## src/design/assert_macros.svh

```systemverilog
// Assertion macros for the design files; the top-level unit includes them.
// LSX_ASSERT expects a clock named clk and an active-low reset named arst_n in scope; LSX_ASSERT_ALWAYS needs only clk.
`ifndef ASSERT_MACROS_SVH
`define ASSERT_MACROS_SVH
`ifndef SYNTH
// Checked only while the block is out of reset.
`define LSX_ASSERT(label, prop) \
	label: assert property (@(posedge clk) disable iff (!arst_n) prop) \
		else $error("assertion failed");
// Checked at every edge, reset included.
`define LSX_ASSERT_ALWAYS(label, prop) \
	label: assert property (@(posedge clk) prop) \
		else $error("assertion failed");
`else
`define LSX_ASSERT(label, prop)
`define LSX_ASSERT_ALWAYS(label, prop)
`endif
`endif

```

## src/design/lsx_pkg.sv

```systemverilog
`timescale 1ns / 1ps
package lsx_pkg;

	localparam int OP_W        = 5;
	localparam int ADDR_W      = 16;
	localparam int DATA_W      = 8;
	localparam int IN_TDATA_W  = 32;
	localparam int OUT_TDATA_W = 64;

	// Operation codes of the instruction set handled here. Codes above OP_TYA are no-ops.
	typedef enum logic [OP_W-1:0] {
		OP_DEC = 5'd0,
		OP_DEX = 5'd1,
		OP_DEY = 5'd2,
		OP_INC = 5'd3,
		OP_INX = 5'd4,
		OP_INY = 5'd5,
		OP_LDA = 5'd6,
		OP_LDX = 5'd7,
		OP_LDY = 5'd8,
		OP_STA = 5'd9,
		OP_STX = 5'd10,
		OP_STY = 5'd11,
		OP_TAX = 5'd12,
		OP_TAY = 5'd13,
		OP_TSX = 5'd14,
		OP_TXA = 5'd15,
		OP_TXS = 5'd16,
		OP_TYA = 5'd17
	} op_t;

	typedef enum logic [2:0] {
		SRC_MEM,
		SRC_ACC,
		SRC_X,
		SRC_Y,
		SRC_SP
	} src_t;

	typedef enum logic [1:0] {
		ADJ_NONE,
		ADJ_INC,
		ADJ_DEC
	} adj_t;

	typedef enum logic [2:0] {
		DST_NONE,
		DST_MEM,
		DST_ACC,
		DST_X,
		DST_Y,
		DST_SP
	} dst_t;

	// Classified instruction as it travels from the front end to the back end.
	typedef struct packed {
		src_t              src;
		adj_t              adj;
		dst_t              dst;
		logic              set_nz;
		logic [ADDR_W-1:0] addr;
		logic [DATA_W-1:0] rd;
	} cmd_t;

	typedef struct packed {
		logic full;
		logic empty;
	} fifo_stat_t;

	typedef struct packed {
		logic              we;
		logic [ADDR_W-1:0] addr;
		logic [DATA_W-1:0] wd;
		logic [DATA_W-1:0] acc;
		logic [DATA_W-1:0] x;
		logic [DATA_W-1:0] y;
		logic [DATA_W-1:0] sp;
		logic              z;
		logic              n;
	} res_t;

endpackage

```

## src/design/lsx_fifo.sv

```systemverilog
`timescale 1ns / 1ps
module lsx_fifo import lsx_pkg::*; #(
	parameter int DEPTH = 2
) (
	input  logic       clk,
	input  logic       arst_n,
	input  logic       push,
	input  cmd_t       push_cmd,
	input  logic       pop,
	output cmd_t       head_cmd,
	output fifo_stat_t stat
);

	localparam int PTR_W = (DEPTH > 1) ? $clog2(DEPTH) : 1;
	localparam int CNT_W = $clog2(DEPTH + 1);

	cmd_t             mem_q [DEPTH];
	logic [PTR_W-1:0] wr_ptr_q;
	logic [PTR_W-1:0] rd_ptr_q;
	logic [CNT_W-1:0] count_q;

	function automatic logic [PTR_W-1:0] ptr_next(input logic [PTR_W-1:0] p);
		if (p == PTR_W'(DEPTH - 1)) begin
			return '0;
		end
		return p + PTR_W'(1);
	endfunction

	assign stat.full  = (count_q == CNT_W'(DEPTH));
	assign stat.empty = (count_q == '0);
	assign head_cmd   = mem_q[rd_ptr_q];

	always_ff @(posedge clk) begin
		if (push) begin
			mem_q[wr_ptr_q] <= push_cmd;
		end
	end

	always_ff @(posedge clk or negedge arst_n) begin
		if (!arst_n) begin
			wr_ptr_q <= '0;
			rd_ptr_q <= '0;
			count_q  <= '0;
		end else begin
			if (push) begin
				wr_ptr_q <= ptr_next(wr_ptr_q);
			end
			if (pop) begin
				rd_ptr_q <= ptr_next(rd_ptr_q);
			end
			if (push && !pop) begin
				count_q <= count_q + CNT_W'(1);
			end else if (pop && !push) begin
				count_q <= count_q - CNT_W'(1);
			end
		end
	end

endmodule

```

## src/design/lsx_front.sv

```systemverilog
`timescale 1ns / 1ps
module lsx_front import lsx_pkg::*; (
	input  logic                  tvalid,
	output logic                  tready,
	input  logic [IN_TDATA_W-1:0] tdata,
	input  fifo_stat_t            q_stat,
	output logic                  push,
	output cmd_t                  cmd
);

	op_t op;

	assign op     = op_t'(tdata[OP_W-1:0]);
	assign tready = !q_stat.full;
	assign push   = tvalid && !q_stat.full;

	// Each instruction reduces to: pick a source, optionally step it by one,
	// and send it to one destination.
	always_comb begin
		cmd.src    = SRC_MEM;
		cmd.adj    = ADJ_NONE;
		cmd.dst    = DST_NONE;
		cmd.set_nz = 1'b1;
		cmd.addr   = tdata[OP_W +: ADDR_W];
		cmd.rd     = tdata[OP_W + ADDR_W +: DATA_W];
		case (op)
			OP_DEC: begin cmd.adj = ADJ_DEC; cmd.dst = DST_MEM; end
			OP_DEX: begin cmd.src = SRC_X; cmd.adj = ADJ_DEC; cmd.dst = DST_X; end
			OP_DEY: begin cmd.src = SRC_Y; cmd.adj = ADJ_DEC; cmd.dst = DST_Y; end
			OP_INC: begin cmd.adj = ADJ_INC; cmd.dst = DST_MEM; end
			OP_INX: begin cmd.src = SRC_X; cmd.adj = ADJ_INC; cmd.dst = DST_X; end
			OP_INY: begin cmd.src = SRC_Y; cmd.adj = ADJ_INC; cmd.dst = DST_Y; end
			OP_LDA: begin cmd.dst = DST_ACC; end
			OP_LDX: begin cmd.dst = DST_X; end
			OP_LDY: begin cmd.dst = DST_Y; end
			OP_STA: begin cmd.src = SRC_ACC; cmd.dst = DST_MEM; cmd.set_nz = 1'b0; end
			OP_STX: begin cmd.src = SRC_X; cmd.dst = DST_MEM; cmd.set_nz = 1'b0; end
			OP_STY: begin cmd.src = SRC_Y; cmd.dst = DST_MEM; cmd.set_nz = 1'b0; end
			OP_TAX: begin cmd.src = SRC_ACC; cmd.dst = DST_X; end
			OP_TAY: begin cmd.src = SRC_ACC; cmd.dst = DST_Y; end
			OP_TSX: begin cmd.src = SRC_SP; cmd.dst = DST_X; end
			OP_TXA: begin cmd.src = SRC_X; cmd.dst = DST_ACC; end
			OP_TXS: begin cmd.src = SRC_X; cmd.dst = DST_SP; cmd.set_nz = 1'b0; end
			OP_TYA: begin cmd.src = SRC_Y; cmd.dst = DST_ACC; end
			default: begin cmd.set_nz = 1'b0; end
		endcase
	end

endmodule

```

## src/design/lsx_back.sv

```systemverilog
`timescale 1ns / 1ps
module lsx_back import lsx_pkg::*; (
	input  logic       clk,
	input  logic       arst_n,
	input  fifo_stat_t q_stat,
	input  cmd_t       head_cmd,
	output logic       pop,
	output logic       tvalid,
	input  logic       tready,
	output res_t       res
);

	logic [DATA_W-1:0] acc_q;
	logic [DATA_W-1:0] x_q;
	logic [DATA_W-1:0] y_q;
	logic [DATA_W-1:0] sp_q;
	logic              z_q;
	logic              n_q;
	logic              valid_q;
	res_t              res_q;
	logic [DATA_W-1:0] src_val;
	logic [DATA_W-1:0] val;
	res_t              nxt;

	assign pop    = !q_stat.empty && (!valid_q || tready);
	assign tvalid = valid_q;
	assign res    = res_q;

	always_comb begin
		case (head_cmd.src)
			SRC_MEM: src_val = head_cmd.rd;
			SRC_ACC: src_val = acc_q;
			SRC_X:   src_val = x_q;
			SRC_Y:   src_val = y_q;
			SRC_SP:  src_val = sp_q;
			default: src_val = '0;
		endcase
		case (head_cmd.adj)
			ADJ_INC: val = src_val + DATA_W'(1);
			ADJ_DEC: val = src_val - DATA_W'(1);
			default: val = src_val;
		endcase
		nxt.we   = (head_cmd.dst == DST_MEM);
		nxt.addr = head_cmd.addr;
		nxt.wd   = nxt.we ? val : '0;
		nxt.acc  = (head_cmd.dst == DST_ACC) ? val : acc_q;
		nxt.x    = (head_cmd.dst == DST_X) ? val : x_q;
		nxt.y    = (head_cmd.dst == DST_Y) ? val : y_q;
		nxt.sp   = (head_cmd.dst == DST_SP) ? val : sp_q;
		nxt.z    = head_cmd.set_nz ? (val == '0) : z_q;
		nxt.n    = head_cmd.set_nz ? val[DATA_W-1] : n_q;
	end

	always_ff @(posedge clk) begin
		if (pop) begin
			res_q <= nxt;
		end
	end

	always_ff @(posedge clk or negedge arst_n) begin
		if (!arst_n) begin
			acc_q   <= '0;
			x_q     <= '0;
			y_q     <= '0;
			sp_q    <= '0;
			z_q     <= 1'b0;
			n_q     <= 1'b0;
			valid_q <= 1'b0;
		end else begin
			if (pop) begin
				acc_q   <= nxt.acc;
				x_q     <= nxt.x;
				y_q     <= nxt.y;
				sp_q    <= nxt.sp;
				z_q     <= nxt.z;
				n_q     <= nxt.n;
				valid_q <= 1'b1;
			end else if (tready) begin
				valid_q <= 1'b0;
			end
		end
	end

endmodule

```

## src/design/cpu_load_store_transfer_exec_unit.sv

```systemverilog
`timescale 1ns / 1ps
// An instruction beat is written into the command queue, then taken into the result register,
// from which it is offered on the output.
// Throughput: one instruction per cycle while the output is not stalled; the back end updates its registers as it pops.
// The command queue (QUEUE_DEPTH entries) absorbs output stalls until it fills, then holds the input.
// Reset (arst_n low, asynchronous) clears A, X, Y, SP, both flags, the queue and the output valid.
`include "assert_macros.svh"
module cpu_load_store_transfer_exec_unit import lsx_pkg::*; #(
	parameter int QUEUE_DEPTH = 2
) (
	input  logic                   clk,
	input  logic                   arst_n,
	input  logic                   s_axis_tvalid,
	output logic                   s_axis_tready,
	// Fields from bit 0 up: req_type[4:0], operand_address[20:5], mem_read_data[28:21],
	// zero fill [31:29].
	input  logic [IN_TDATA_W-1:0]  s_axis_tdata,
	output logic                   m_axis_tvalid,
	input  logic                   m_axis_tready,
	// Fields from bit 0 up: mem_write_enable[0], mem_write_address[16:1],
	// mem_write_data[24:17], acc_out[32:25], x_out[40:33], y_out[48:41],
	// sp_out[56:49], zero_out[57], negative_out[58], zero fill [63:59].
	output logic [OUT_TDATA_W-1:0] m_axis_tdata
);

	// The front end only decodes; all architectural state lives in the back end,
	// so an instruction sitting in the queue never reads stale registers.
	fifo_stat_t q_stat;
	cmd_t       push_cmd;
	cmd_t       head_cmd;
	logic       push;
	logic       pop;
	res_t       res;

	lsx_front u_front (
		.tvalid (s_axis_tvalid),
		.tready (s_axis_tready),
		.tdata  (s_axis_tdata),
		.q_stat (q_stat),
		.push   (push),
		.cmd    (push_cmd)
	);

	lsx_fifo #(
		.DEPTH (QUEUE_DEPTH)
	) u_fifo (
		.clk      (clk),
		.arst_n   (arst_n),
		.push     (push),
		.push_cmd (push_cmd),
		.pop      (pop),
		.head_cmd (head_cmd),
		.stat     (q_stat)
	);

	// The back end pops whenever the queue holds an entry and its result register is free or being drained.
	// While a result waits on the output, new beats still enter until the queue is full.
	lsx_back u_back (
		.clk      (clk),
		.arst_n   (arst_n),
		.q_stat   (q_stat),
		.head_cmd (head_cmd),
		.pop      (pop),
		.tvalid   (m_axis_tvalid),
		.tready   (m_axis_tready),
		.res      (res)
	);

	assign m_axis_tdata = {
		(OUT_TDATA_W - 59)'(0),
		res.n, res.z, res.sp, res.y, res.x, res.acc, res.wd, res.addr, res.we
	};

	// The queue is never read while empty.
	`LSX_ASSERT(a_no_pop_empty, pop |-> !q_stat.empty)
	// The queue can not report full and empty at once.
	`LSX_ASSERT(a_full_empty, !(q_stat.full && q_stat.empty))
	// A beat without a memory write carries zero write data.
	`LSX_ASSERT(a_wd_zero, (m_axis_tvalid && !m_axis_tdata[0]) |-> (m_axis_tdata[24:17] == 8'd0))
	// A beat accepted into an empty queue with a free output is popped by the back end in the cycle after.
	`LSX_ASSERT(a_lat, (push && q_stat.empty && !m_axis_tvalid) |=> pop)

endmodule
```

## config.mk

```make
export PLATFORM = sky130hd
export DESIGN_NAME = cpu_load_store_transfer_exec_unit
export DESIGN_NICKNAME = d
export VERILOG_FILES = /design/src/design/lsx_pkg.sv /design/src/design/lsx_fifo.sv /design/src/design/lsx_front.sv /design/src/design/lsx_back.sv /design/src/design/cpu_load_store_transfer_exec_unit.sv
export VERILOG_INCLUDE_DIRS = /design/src /design/src/design
export SDC_FILE = /design/constraint.sdc
export NUM_CORES = 1
export LEC_CHECK = 0
export BUFFER_PORTS_ARGS = -buffer_cell sky130_fd_sc_hd__buf_2
export CORE_UTILIZATION = 57
export CTS_CLUSTER_DIAMETER = 120
export DETAILED_ROUTE_END_ITERATION = 7
export PLACE_DENSITY_LB_ADDON = 0.1
export SLEW_MARGIN = 25
export SYNTH_ARGS = -nofsm -noshare
export SYNTH_HDL_FRONTEND = slang
export SYNTH_SLANG_ARGS = --single-unit
```

## constraint.sdc

```tcl
create_clock -name clk -period 4.9 [get_ports clk]
set_input_delay 0 -clock clk [delete_from_list [all_inputs] [get_ports clk]]
set_output_delay 0 -clock clk [all_outputs]
set_load 0.005 [all_outputs]
```

==> results of run 1 <==
## registers in the layout, summed over array words and instances (netlist names), 2 cells and up
| signal | flops |
|---|---|
| u_back.res | 59 |
| u_back.sp_q | 8 |
| u_back.acc_q | 8 |
| u_fifo.count_q | 2 |
| u_back.y_q | 8 |
| u_fifo.mem_q | 66 |
| u_back.x_q | 8 |
## per-layer routing
metal / vias up / share of wire (%)
met5: - / 0
met4: 0 / 2.3
met3: 21 / 5.1
met2: 131 / 51
met1: 2226 / 42
li1: 2260 / -
## area by class of cell
| cell class | count | area [sq um] | area share (%) |
|---|---|---|---|
| sequential | 164 | 4730 | 54.7 |
| clock buffer | 22 | 444 | 5.13 |
| multi-input combinational | 354 | 2300 | 26.6 |
| inverter | 12 | 45.0 | 0.521 |
| clock inverter | 10 | 111 | 1.29 |
| tap | 168 | 210 | 2.43 |
| timing repair buffer | 130 | 811 | 9.37 |
## power by group
group | internal, W | switching [W] | leakage, nW
clock network | 0.000745 | 0.000497 | 0.264
registers | 0.00217 | 0.000243 | 1.68
logic | 0.000958 | 0.00135 | 1.63
total | 0.00388 | 0.00209 | 3.57
## cell families after synthesis
| family | synth area share [%] |
|---|---|
| buffers and inverters | 3.01 |
| adders and majority gates | 1.66 |
| and+or+nand+nor | 10.5 |
| DFF | 65.5 |
| other | 0.0519 |
| AOI/OAI and AO/OA | 9.15 |
| xor gates and xnor gates | 1.33 |
| muxes | 8.76 |
## cells in the final DEF (no fill, tap or decap), drive strengths merged, types with 6 or more instances in the layout
cell and count:
a21oi 32, and2 6, buf 103, clkbuf 22, dfrtp 39, dlygate4sd3 27
edfxtp 125, ha 8, inv 12, mux2 35, mux2i 22, nand2 77
nor2 51, nor2b 8, o21ai 28, xnor2 8
## how the worst max path moves through the flow
stage | startpoint | to | slack (ns)
6_report | u_fifo.rd_ptr_q | u_back.res[1] | 0.79
5_1_grt | u_fifo.rd_ptr_q | u_back.res[1] | 0.49
4_1_cts | u_fifo.rd_ptr_q | u_back.res[1] | 0.76
3_5_place_dp | u_fifo.rd_ptr_q | u_back.res[1] | 0.79
3_3_place_gp | u_fifo.rd_ptr_q | u_back.res[1] | 0.82
2_1_floorplan | u_fifo.rd_ptr_q | u_back.res[33] | 0.53
## stage by stage
| step | util (%) | hold slack, ns |
|---|---|---|
| final | 71.2 | 0.0294 |
| after global routing | 71.2 | 0.0407 |
| after CTS | 71.2 | 0.0122 |
| after detailed placement | 64.4 | 0.177 |
| after global placement | 64.3 | 0.162 |
| after floorplan | - | -0.296 |
==> flow_metrics.env, run 1 <==
export IMPL_outcome="complete, no violations"
export IMPL_crit_fanout=29
export IMPL_synthArstFlopShare_pct=23.8
export IMPL_grt_max_degree=57
export IMPL_power_density_nw_per_um2=690
export IMPL_fin_crit_ns=4.11
export IMPL_timing_rr_end="u_back.res[1]"
export IMPL_crit_family="adder cells"
export IMPL_vias_per_cell=5.39
export IMPL_yosysMostFrequentCell="edfxtp_1"
export IMPL_antenna_found_initial=0
export IMPL_start_util_pct=59.4
export IMPL_diodes=0
export IMPL_hold_end="u_fifo.mem_q[0][28]"
export IMPL_dp_cells=801
export IMPL_ys_warn_count=0
export IMPL_cp_required_ns=5.19
export IMPL_path_depth=14
export IMPL_layout_nets=724
export IMPL_clkTransAtPathRegs_ns=0.06
export IMPL_wl_um=13300
export IMPL_grtUsageMet2_pct=37.9
export IMPL_place_worst_setup_slack_ns=0.795
export IMPL_grt_pass1_vias=4438
export IMPL_core_sq_um=12200
export IMPL_worstHoldStart="s_axis_tdata[3]"
export IMPL_finalPower_w=0.00597
export IMPL_die_h_um=115
export IMPL_hp_class="in -> reg"
export IMPL_rsz0062_at_grt="no"
export IMPL_stdcell_count=860
export IMPL_place_area_sq_um=7830
export IMPL_layout_setup_ws_ns=0.785
export IMPL_met1_usage_pct=26.0
export IMPL_final_max_slew_viol_count=0
export IMPL_gp_congestion=0.854
export IMPL_dpl_hpwl_um=8580
export IMPL_ios=102
export IMPL_synthCells=561
export IMPL_root_buffer="clkbuf_16"
export IMPL_grt_most_used_layer="met2"
export IMPL_finalCritPeriodShare_pct=84.0
export IMPL_h_tree_depth=4
export IMPL_clock_sinks=164
export IMPL_routedWlPerCell_um=15.4
export IMPL_dieArea_sq_um=13100
export IMPL_rows=40
export IMPL_maxCapViolations=0
export IMPL_yosys_area_top_type="edfxtp_1"
export IMPL_max_freq_ghz=0.243
export IMPL_ys_top_cells_by_count="edfxtp_1 (125), nand2_1 (77), nor2_1 (50), dfrtp_1 (39)"
export IMPL_avgSynthCellArea_sq_um=12.9
export IMPL_worstMarginPinSlew_ns=0.965
export IMPL_critPathBufInv=3
export IMPL_grt_usage_pct=22.0
export IMPL_drt_iter0_markers=292
export IMPL_drive_gt1_share_pct=26.0
export IMPL_setup_viol=0
export IMPL_slowest_stage="dfrtp_2"
export IMPL_crit_chain="buf_4 > mux2i_1 > ha_1 > inv_1 > fa_1 > nor2b_1 > o31a_1 > o22ai_1 > xnor2_1 > mux2i_1 > buf_4 > nand4bb_1 > nor4b_2 > a32o_1"
export IMPL_cts_tree="done"
export IMPL_design_area_sq_um=8650
export IMPL_ant_nets=0
export IMPL_arrival_ns=4.40
export IMPL_firstDrtPassIters=5
export IMPL_drc=0
export IMPL_die_w_um=115
export IMPL_r2r_cells=14
export IMPL_synth_edff_count=125
export IMPL_hold_depth=2
export IMPL_cp_start_kind="register"
export IMPL_path_class="reg -> reg"
export IMPL_synth_cell_area_sq_um=7220
export IMPL_ctsResizeCount=0
export IMPL_clkLatencyLatePin_ns=0.43
export IMPL_cts_buffer_depth=2
export IMPL_met3_usage_pct=5.29
export IMPL_max_stage_delay_ns=0.77
export IMPL_clock_skew_ns=0.0104
export IMPL_synthToLayoutAreaGrowth_pct=19.8
export IMPL_ys_seq_elements=164
export IMPL_hold_buffers=27
export IMPL_ir_drop_v=0.000340
export IMPL_fillers=874
export IMPL_postCtsSetupRepairBufs=0
export IMPL_cts_made_buffers=17
export IMPL_hold_violations=0
export IMPL_ys_types=65
export IMPL_finalSetupTns_ns=0
export IMPL_yosysTopAreaCellShare_pct=52.0
export IMPL_overflow=0
export IMPL_ys_top_cells_by_area="edfxtp_1 (52%), dfrtp_1 (14%), mux2_2 (5.0%)"
export IMPL_max_slew_margin_rel_pct=35.5
export IMPL_ys_seq_area_share_pct=65.5
export IMPL_r2r_start="u_fifo.rd_ptr_q"
export IMPL_grt_pass1_wl_um=21300
export IMPL_power_leakage_nw=3.57
export IMPL_ys_flop_type="edfxtp_1"
export IMPL_r2r_slack_ns=0.79
export IMPL_io_buffers=93
export IMPL_num_vias=4638
export IMPL_crit_path_end_kind="register"
Power figures use the tool's default switching activity.
==> run 2: changes to the inputs <==
Settings changed: ABC_AREA from default to 1.
Clock period 4.9 ns to 4.2 ns, I/O delays scaled along.
==> flow_metrics.env, run 2 <==
export IMPL_fillers=937
export IMPL_grtUsageMet2_pct=45.3
export IMPL_clkLatencyLatePin_ns=0.43
export IMPL_clock_sinks=164
export IMPL_antenna_found_initial=0
export IMPL_vias_per_cell=5.23
export IMPL_synthArstFlopShare_pct=23.8
export IMPL_grt_most_used_layer="met2"
export IMPL_ys_warn_count=0
export IMPL_h_tree_depth=4
export IMPL_yosys_area_top_type="edfxtp_1"
export IMPL_crit_fanout=17
export IMPL_yosys_area_share_adder_pct=1.62
export IMPL_io_buffers=93
export IMPL_finalSetupTns_ns=0
export IMPL_root_buffer="clkbuf_16"
export IMPL_wl_um=15800
export IMPL_outcome="complete, no violations"
export IMPL_avgSynthCellArea_sq_um=10.4
export IMPL_worstMarginPinSlew_ns=0.964
export IMPL_ys_seq_area_share_pct=63.8
export IMPL_grt_pass1_wl_um=25000
export IMPL_finalCoreUtilization_pct=70.0
export IMPL_diodes=0
export IMPL_synth_compound_area_share_pct=7.31
export IMPL_yosysMostFrequentCell="nand2_1"
export IMPL_final_common_cell="nand2_1"
export IMPL_synth_xor_area_share_pct=0.473
export IMPL_fin_crit_ns=3.59
export IMPL_rsz0062_at_grt="no"
export IMPL_core_sq_um=12700
export IMPL_die_w_um=116
export IMPL_hold_violations=0
export IMPL_cts_made_buffers=17
export IMPL_max_freq_ghz=0.278
export IMPL_cts_buffer_depth=2
export IMPL_hold_buffers=28
export IMPL_power_density_nw_per_um2=814
export IMPL_largest_register_ffs=66
export IMPL_num_vias=5349
export IMPL_synth_cell_area_sq_um=7410
export IMPL_largest_register="u_fifo.mem_q"
export IMPL_cp_required_ns=4.57
export IMPL_ir_drop_v=0.000423
export IMPL_start_util_pct=58.5
export IMPL_ys_flop_type="edfxtp_1"
export IMPL_layout_nets=883
export IMPL_ios=102
export IMPL_drt_iter0_markers=356
export IMPL_ant_nets=0
export IMPL_gp_congestion=0.828
export IMPL_clkTransAtPathRegs_ns=0.06
export IMPL_max_slew_margin_rel_pct=35.6
export IMPL_drive_gt1_share_pct=21.0
export IMPL_ctsResizeCount=0
export IMPL_rows=41
export IMPL_ys_types=49
export IMPL_drc=0
export IMPL_layout_setup_ws_ns=0.608
export IMPL_met3_usage_pct=5.65
export IMPL_overflow=0
export IMPL_met1_usage_pct=29.4
export IMPL_final_cell_mix="nand2_1 (229), edfxtp_1 (125), buf_2 (92)"
export IMPL_grt_pass1_vias=5206
export IMPL_synthToLayoutAreaGrowth_pct=19.7
export IMPL_synth_top_family_by_area="simple AND/OR/NAND/NOR gates"
export IMPL_grt_usage_pct=25.3
export IMPL_maxCapViolations=0
export IMPL_synth_edff_count=125
export IMPL_synthSimpleGateAreaFrac_pct=20.9
export IMPL_path_class="reg -> reg"
export IMPL_cp_start_kind="register"
export IMPL_die_h_um=116
export IMPL_cts_tree="done"
export IMPL_ys_seq_elements=164
export IMPL_hp_class="in -> reg"
export IMPL_final_max_slew_viol_count=0
export IMPL_arrival_ns=3.96
export IMPL_dieArea_sq_um=13500
export IMPL_setup_viol=0
export IMPL_postCtsSetupRepairBufs=0
export IMPL_muxShareOfSynthArea_pct=0.270
export IMPL_synthCells=716
export IMPL_dpl_hpwl_um=10500
export IMPL_ys_top_cells_by_count="nand2_1 (229), edfxtp_1 (125), inv_1 (57), nor2_1 (48), o21ai_1 (41)"
export IMPL_crit_path_end_kind="register"
export IMPL_power_leakage_nw=3.93
export IMPL_yosysTopAreaCellShare_pct=50.6
export IMPL_routedWlPerCell_um=15.5
export IMPL_firstDrtPassIters=6
export IMPL_place_worst_setup_slack_ns=0.640
export IMPL_grt_max_degree=102
export IMPL_ys_top_cells_by_area="edfxtp_1 (51%), dfrtp_1 (13%), nand2_1 (12%)"
export IMPL_clock_skew_ns=0.0118
export IMPL_finalCritPeriodShare_pct=85.5
## run 2: power by group
part / internal (W) / total, W / leakage [nW] / switching (W)
clock: 0.000879 / 0.00152 / 0.288 / 0.000642
combinational: 0.000898 / 0.00296 / 1.92 / 0.00206
sequential: 0.00255 / 0.00275 / 1.72 / 0.000201
## run 2: through the flow
| step | area, sq um | hold WS [ns] | total power (W) | std cells |
|---|---|---|---|---|
| final | 8870 | 0.0340 | 0.00722 | 1023 |
| after global routing | 8870 | 0.0424 | 0.00773 | 1023 |
| after CTS | 8870 | 0.0110 | 0.00725 | 1023 |
| after detailed placement | 8010 | 0.191 | 0.00570 | 963 |
| after global placement | 8010 | 0.188 | 0.00563 | 963 |
| after floorplan | 7430 | -0.296 | 0.00477 | 720 |
## run 2: worst max-delay path, stage by stage, from the launching register on
cell	delay, ns
dfrtp_1	0.41
buf_4	0.23
nand2_4	0.10
nand2_4	0.12
nand2_2	0.11
nor2_4	0.05
inv_2	0.08
nor2_1	0.05
nor4_1	0.45
inv_1	0.10
ha_1	0.35
nand2_1	0.09
nand2_1	0.07
a31o_2	0.22
xnor2_1	0.12
nand2_1	0.06
nand2_1	0.25
nand3_1	0.11
nor2_1	0.11
nand2_1	0.07
nor2_1	0.11
nand2_1	0.08
nand2_2	0.07
nand2_1	0.04
nand2_1	0.08
## run 2: metal layers
| layer | routed length, um | up-vias |
|---|---|---|
| met5 | 0 | - |
| met2 | 8420 | 170 |
| li1 | - | 2632 |
| met3 | 793 | 21 |
| met1 | 6310 | 2526 |
| met4 | 286 | 0 |
## run 2: cells by family after synthesis
| family | count (synthesis) |
|---|---|
| and+or+nand+nor | 347 |
| DFF | 164 |
| AOI/OAI and AO/OA | 95 |
| buffers and inverters | 94 |
| adders and majority gates | 9 |
| xor gates and xnor gates | 4 |
| muxes | 2 |
| other | 1 |
## run 2: layout make-up
cell class	count	area, sq um	area share (%)
flip-flops and latches	164	4730	53.3
multi-input cells	462	2310	26.1
repair buffers	125	782	8.81
clock buffers	17	425	4.79
inverters	68	255	2.88
well taps	172	215	2.42
clock inverters	15	155	1.75
## run 2: worst paths after layout
path,startpoint,endpoint,slack (ns),cells after the start
setup / recovery,u_fifo.rd_ptr_q,u_back.z_q,0.61,24
hold / removal,s_axis_tdata[4],u_fifo.mem_q[1][27],0.03,3
setup reg to reg,u_fifo.rd_ptr_q,u_back.z_q,0.61,24
hold reg to reg,u_fifo.count_q[0],u_fifo.count_q[0],0.47,1
max in group asynchronous,arst_n,u_back.acc_q[3],3.69,2
min in group asynchronous,arst_n,u_fifo.count_q[1],0.10,2
==> run 3: changes to the inputs <==
Settings changed: GPL_TIMING_DRIVEN from default to 0.
==> flow_metrics.env, run 3 (same netlist as run 2, synthesis figures left out) <==
export IMPL_routedWlPerCell_um=15.6
export IMPL_num_vias=5466
export IMPL_crit_chain="inv_2 > buf_2 > buf_2 > clkbuf_2 > nand2_1 > nand2_1 > ha_2 > inv_1 > fa_1 > inv_1 > a31o_2 > xnor2_1 > nand2_1 > nand2_1 > nand3_1 > nor2_1 > nand2_1 > nor2_1 > nand2_1 > nand2_2 > nand2_1 > nand2_1"
export IMPL_grt_pass1_wl_um=25600
export IMPL_power_leakage_nw=4.02
export IMPL_hp_class="in -> reg"
export IMPL_clock_skew_ns=0.00952
export IMPL_dpl_hpwl_um=11300
export IMPL_hold_end="u_fifo.mem_q[0][27]"
export IMPL_cts_tree="done"
export IMPL_r2r_start="u_fifo.rd_ptr_q"
export IMPL_slowest_stage="fa_1"
export IMPL_dp_cells=987
export IMPL_timing_rr_end="u_back.z_q"
export IMPL_r2r_slack_ns=0.39
export IMPL_largest_register="u_fifo.mem_q"
export IMPL_fillers=939
export IMPL_max_slew_margin_rel_pct=43.1
export IMPL_clkTransAtPathRegs_ns=0.06
export IMPL_final_max_slew_viol_count=0
export IMPL_crit_path_end_kind="register"
export IMPL_r2r_cells=22
export IMPL_outcome="complete, no violations"
export IMPL_largest_register_ffs=66
export IMPL_h_tree_depth=4
export IMPL_die_h_um=116
export IMPL_hold_violations=0
export IMPL_dieArea_sq_um=13500
export IMPL_synthToLayoutAreaGrowth_pct=22.2
export IMPL_fin_crit_ns=3.81
export IMPL_arrival_ns=4.18
export IMPL_path_class="reg -> reg"
export IMPL_clock_sinks=164
export IMPL_cts_buffer_depth=2
export IMPL_worstHoldStart="s_axis_tdata[4]"
export IMPL_rsz0062_at_grt="no"
export IMPL_multi_input_area_sq_um=2300
export IMPL_cts_made_buffers=17
export IMPL_finalCoreUtilization_pct=71.5
export IMPL_maxCapViolations=0
export IMPL_ant_nets=0
export IMPL_layout_nets=905
export IMPL_finalCritPeriodShare_pct=90.8
export IMPL_hold_depth=3
export IMPL_diodes=0
export IMPL_antenna_found_initial=0
export IMPL_regArea_sq_um=4730
export IMPL_worstMarginPinSlew_ns=0.853
export IMPL_max_freq_ghz=0.262
export IMPL_io_buffers=93
export IMPL_setup_viol=0
export IMPL_cp_required_ns=4.57
export IMPL_drt_iter0_markers=367
export IMPL_clkLatencyLatePin_ns=0.43
export IMPL_die_w_um=116
export IMPL_power_density_nw_per_um2=823
export IMPL_crit_fanout=10
export IMPL_final_common_cell="nand2_1"
export IMPL_holdWs_ns=0.0217
export IMPL_grt_max_degree=69
export IMPL_overflow=0
export IMPL_firstDrtPassIters=7
export IMPL_max_stage_delay_ns=0.47
export IMPL_grt_pass1_vias=5362
export IMPL_gp_congestion=0.861
export IMPL_grt_usage_pct=26.2
export IMPL_drc=0
export IMPL_vias_per_cell=5.23
export IMPL_ir_drop_v=0.000399
export IMPL_stdcell_count=1045
export IMPL_rows=41
export IMPL_final_cell_mix="nand2_1 (229), edfxtp_1 (125), buf_2 (98)"
export IMPL_cp_start_kind="register"
export IMPL_ios=102
export IMPL_start_util_pct=58.5
export IMPL_wl_um=16300
export IMPL_root_buffer="clkbuf_16"
export IMPL_postCtsSetupRepairBufs=0
export IMPL_drive_gt1_share_pct=22.2
export IMPL_crit_path_frequent_cell="nand2_1"
export IMPL_core_sq_um=12700
## run 3: repair_timing
action | CTS | global route
endpoints found under the setup margin | 5 | 3
hold buffers | 27 | 0
endpoints found under the hold margin | 90 | 0
pin swaps | 0 | 0
resized for setup | 0 | 6
## run 3: layer usage
| layer | GRT usage [%] | part of all wire [%] |
|---|---|---|
| met5 | 0 | 0 |
| met4 | 14.8 | 4.3 |
| met3 | 5.96 | 5.1 |
| met2 | 46.7 | 51 |
| met1 | 28.9 | 39 |
## run 3: area by class of cell
cell class	instances	area share [%]
Buffer	25	1.77
Clock buffer	21	4.97
Clock inverter	11	1.66
Inverter	68	2.82
Multi-Input combinational cell	462	25.4
Sequential cell	164	52.2
Tap cell	172	2.38
Timing Repair Buffer	122	8.76
## run 3: worst max path at each step
| stage | start | slack (ns) | cells after the start | end |
|---|---|---|---|---|
| CTS | u_fifo.rd_ptr_q | 0.13 | 21 | u_back.z_q |
| finish | u_fifo.rd_ptr_q | 0.39 | 22 | u_back.z_q |
| floorplan | u_fifo.rd_ptr_q | 0.82 | 22 | u_back.z_q |
| detailed placement | u_fifo.rd_ptr_q | -0.28 | 22 | u_back.z_q |
| global route | u_fifo.rd_ptr_q | 0.02 | 22 | u_back.z_q |
| global placement | u_fifo.rd_ptr_q | -0.31 | 22 | u_back.z_q |
## run 3: report_power, final
part / switching (W) / internal, W
Sequential: 0.000187 / 0.00254
Combinational: 0.00214 / 0.00101
Clock: 0.000620 / 0.000955
## run 3: per-stage QoR
| step | total power [W] | setup TNS (ns) | setup WS, ns | instance area [sq um] |
|---|---|---|---|---|
| finish | 0.00745 | 0 | 0.388 | 9060 |
| global route | 0.00795 | 0 | 0.0196 | 9060 |
| CTS | 0.00746 | 0 | 0.126 | 9050 |
| detailed placement | 0.00586 | -0.697 | -0.285 | 8180 |
| global placement | 0.00575 | -0.732 | -0.309 | 8110 |
| floorplan | 0.00477 | 0 | 0.822 | 7430 |
## run 3: critical path, delay by kind of cell, from the launching register on
kind / cells / cell delay [ns]
compound gates: 1 / 0.17
xor+xnor: 1 / 0.12
fa+ha+maj: 2 / 0.78
buf+inv: 6 / 1.07
flops: 1 / 0.40
simple gates: 12 / 1.22
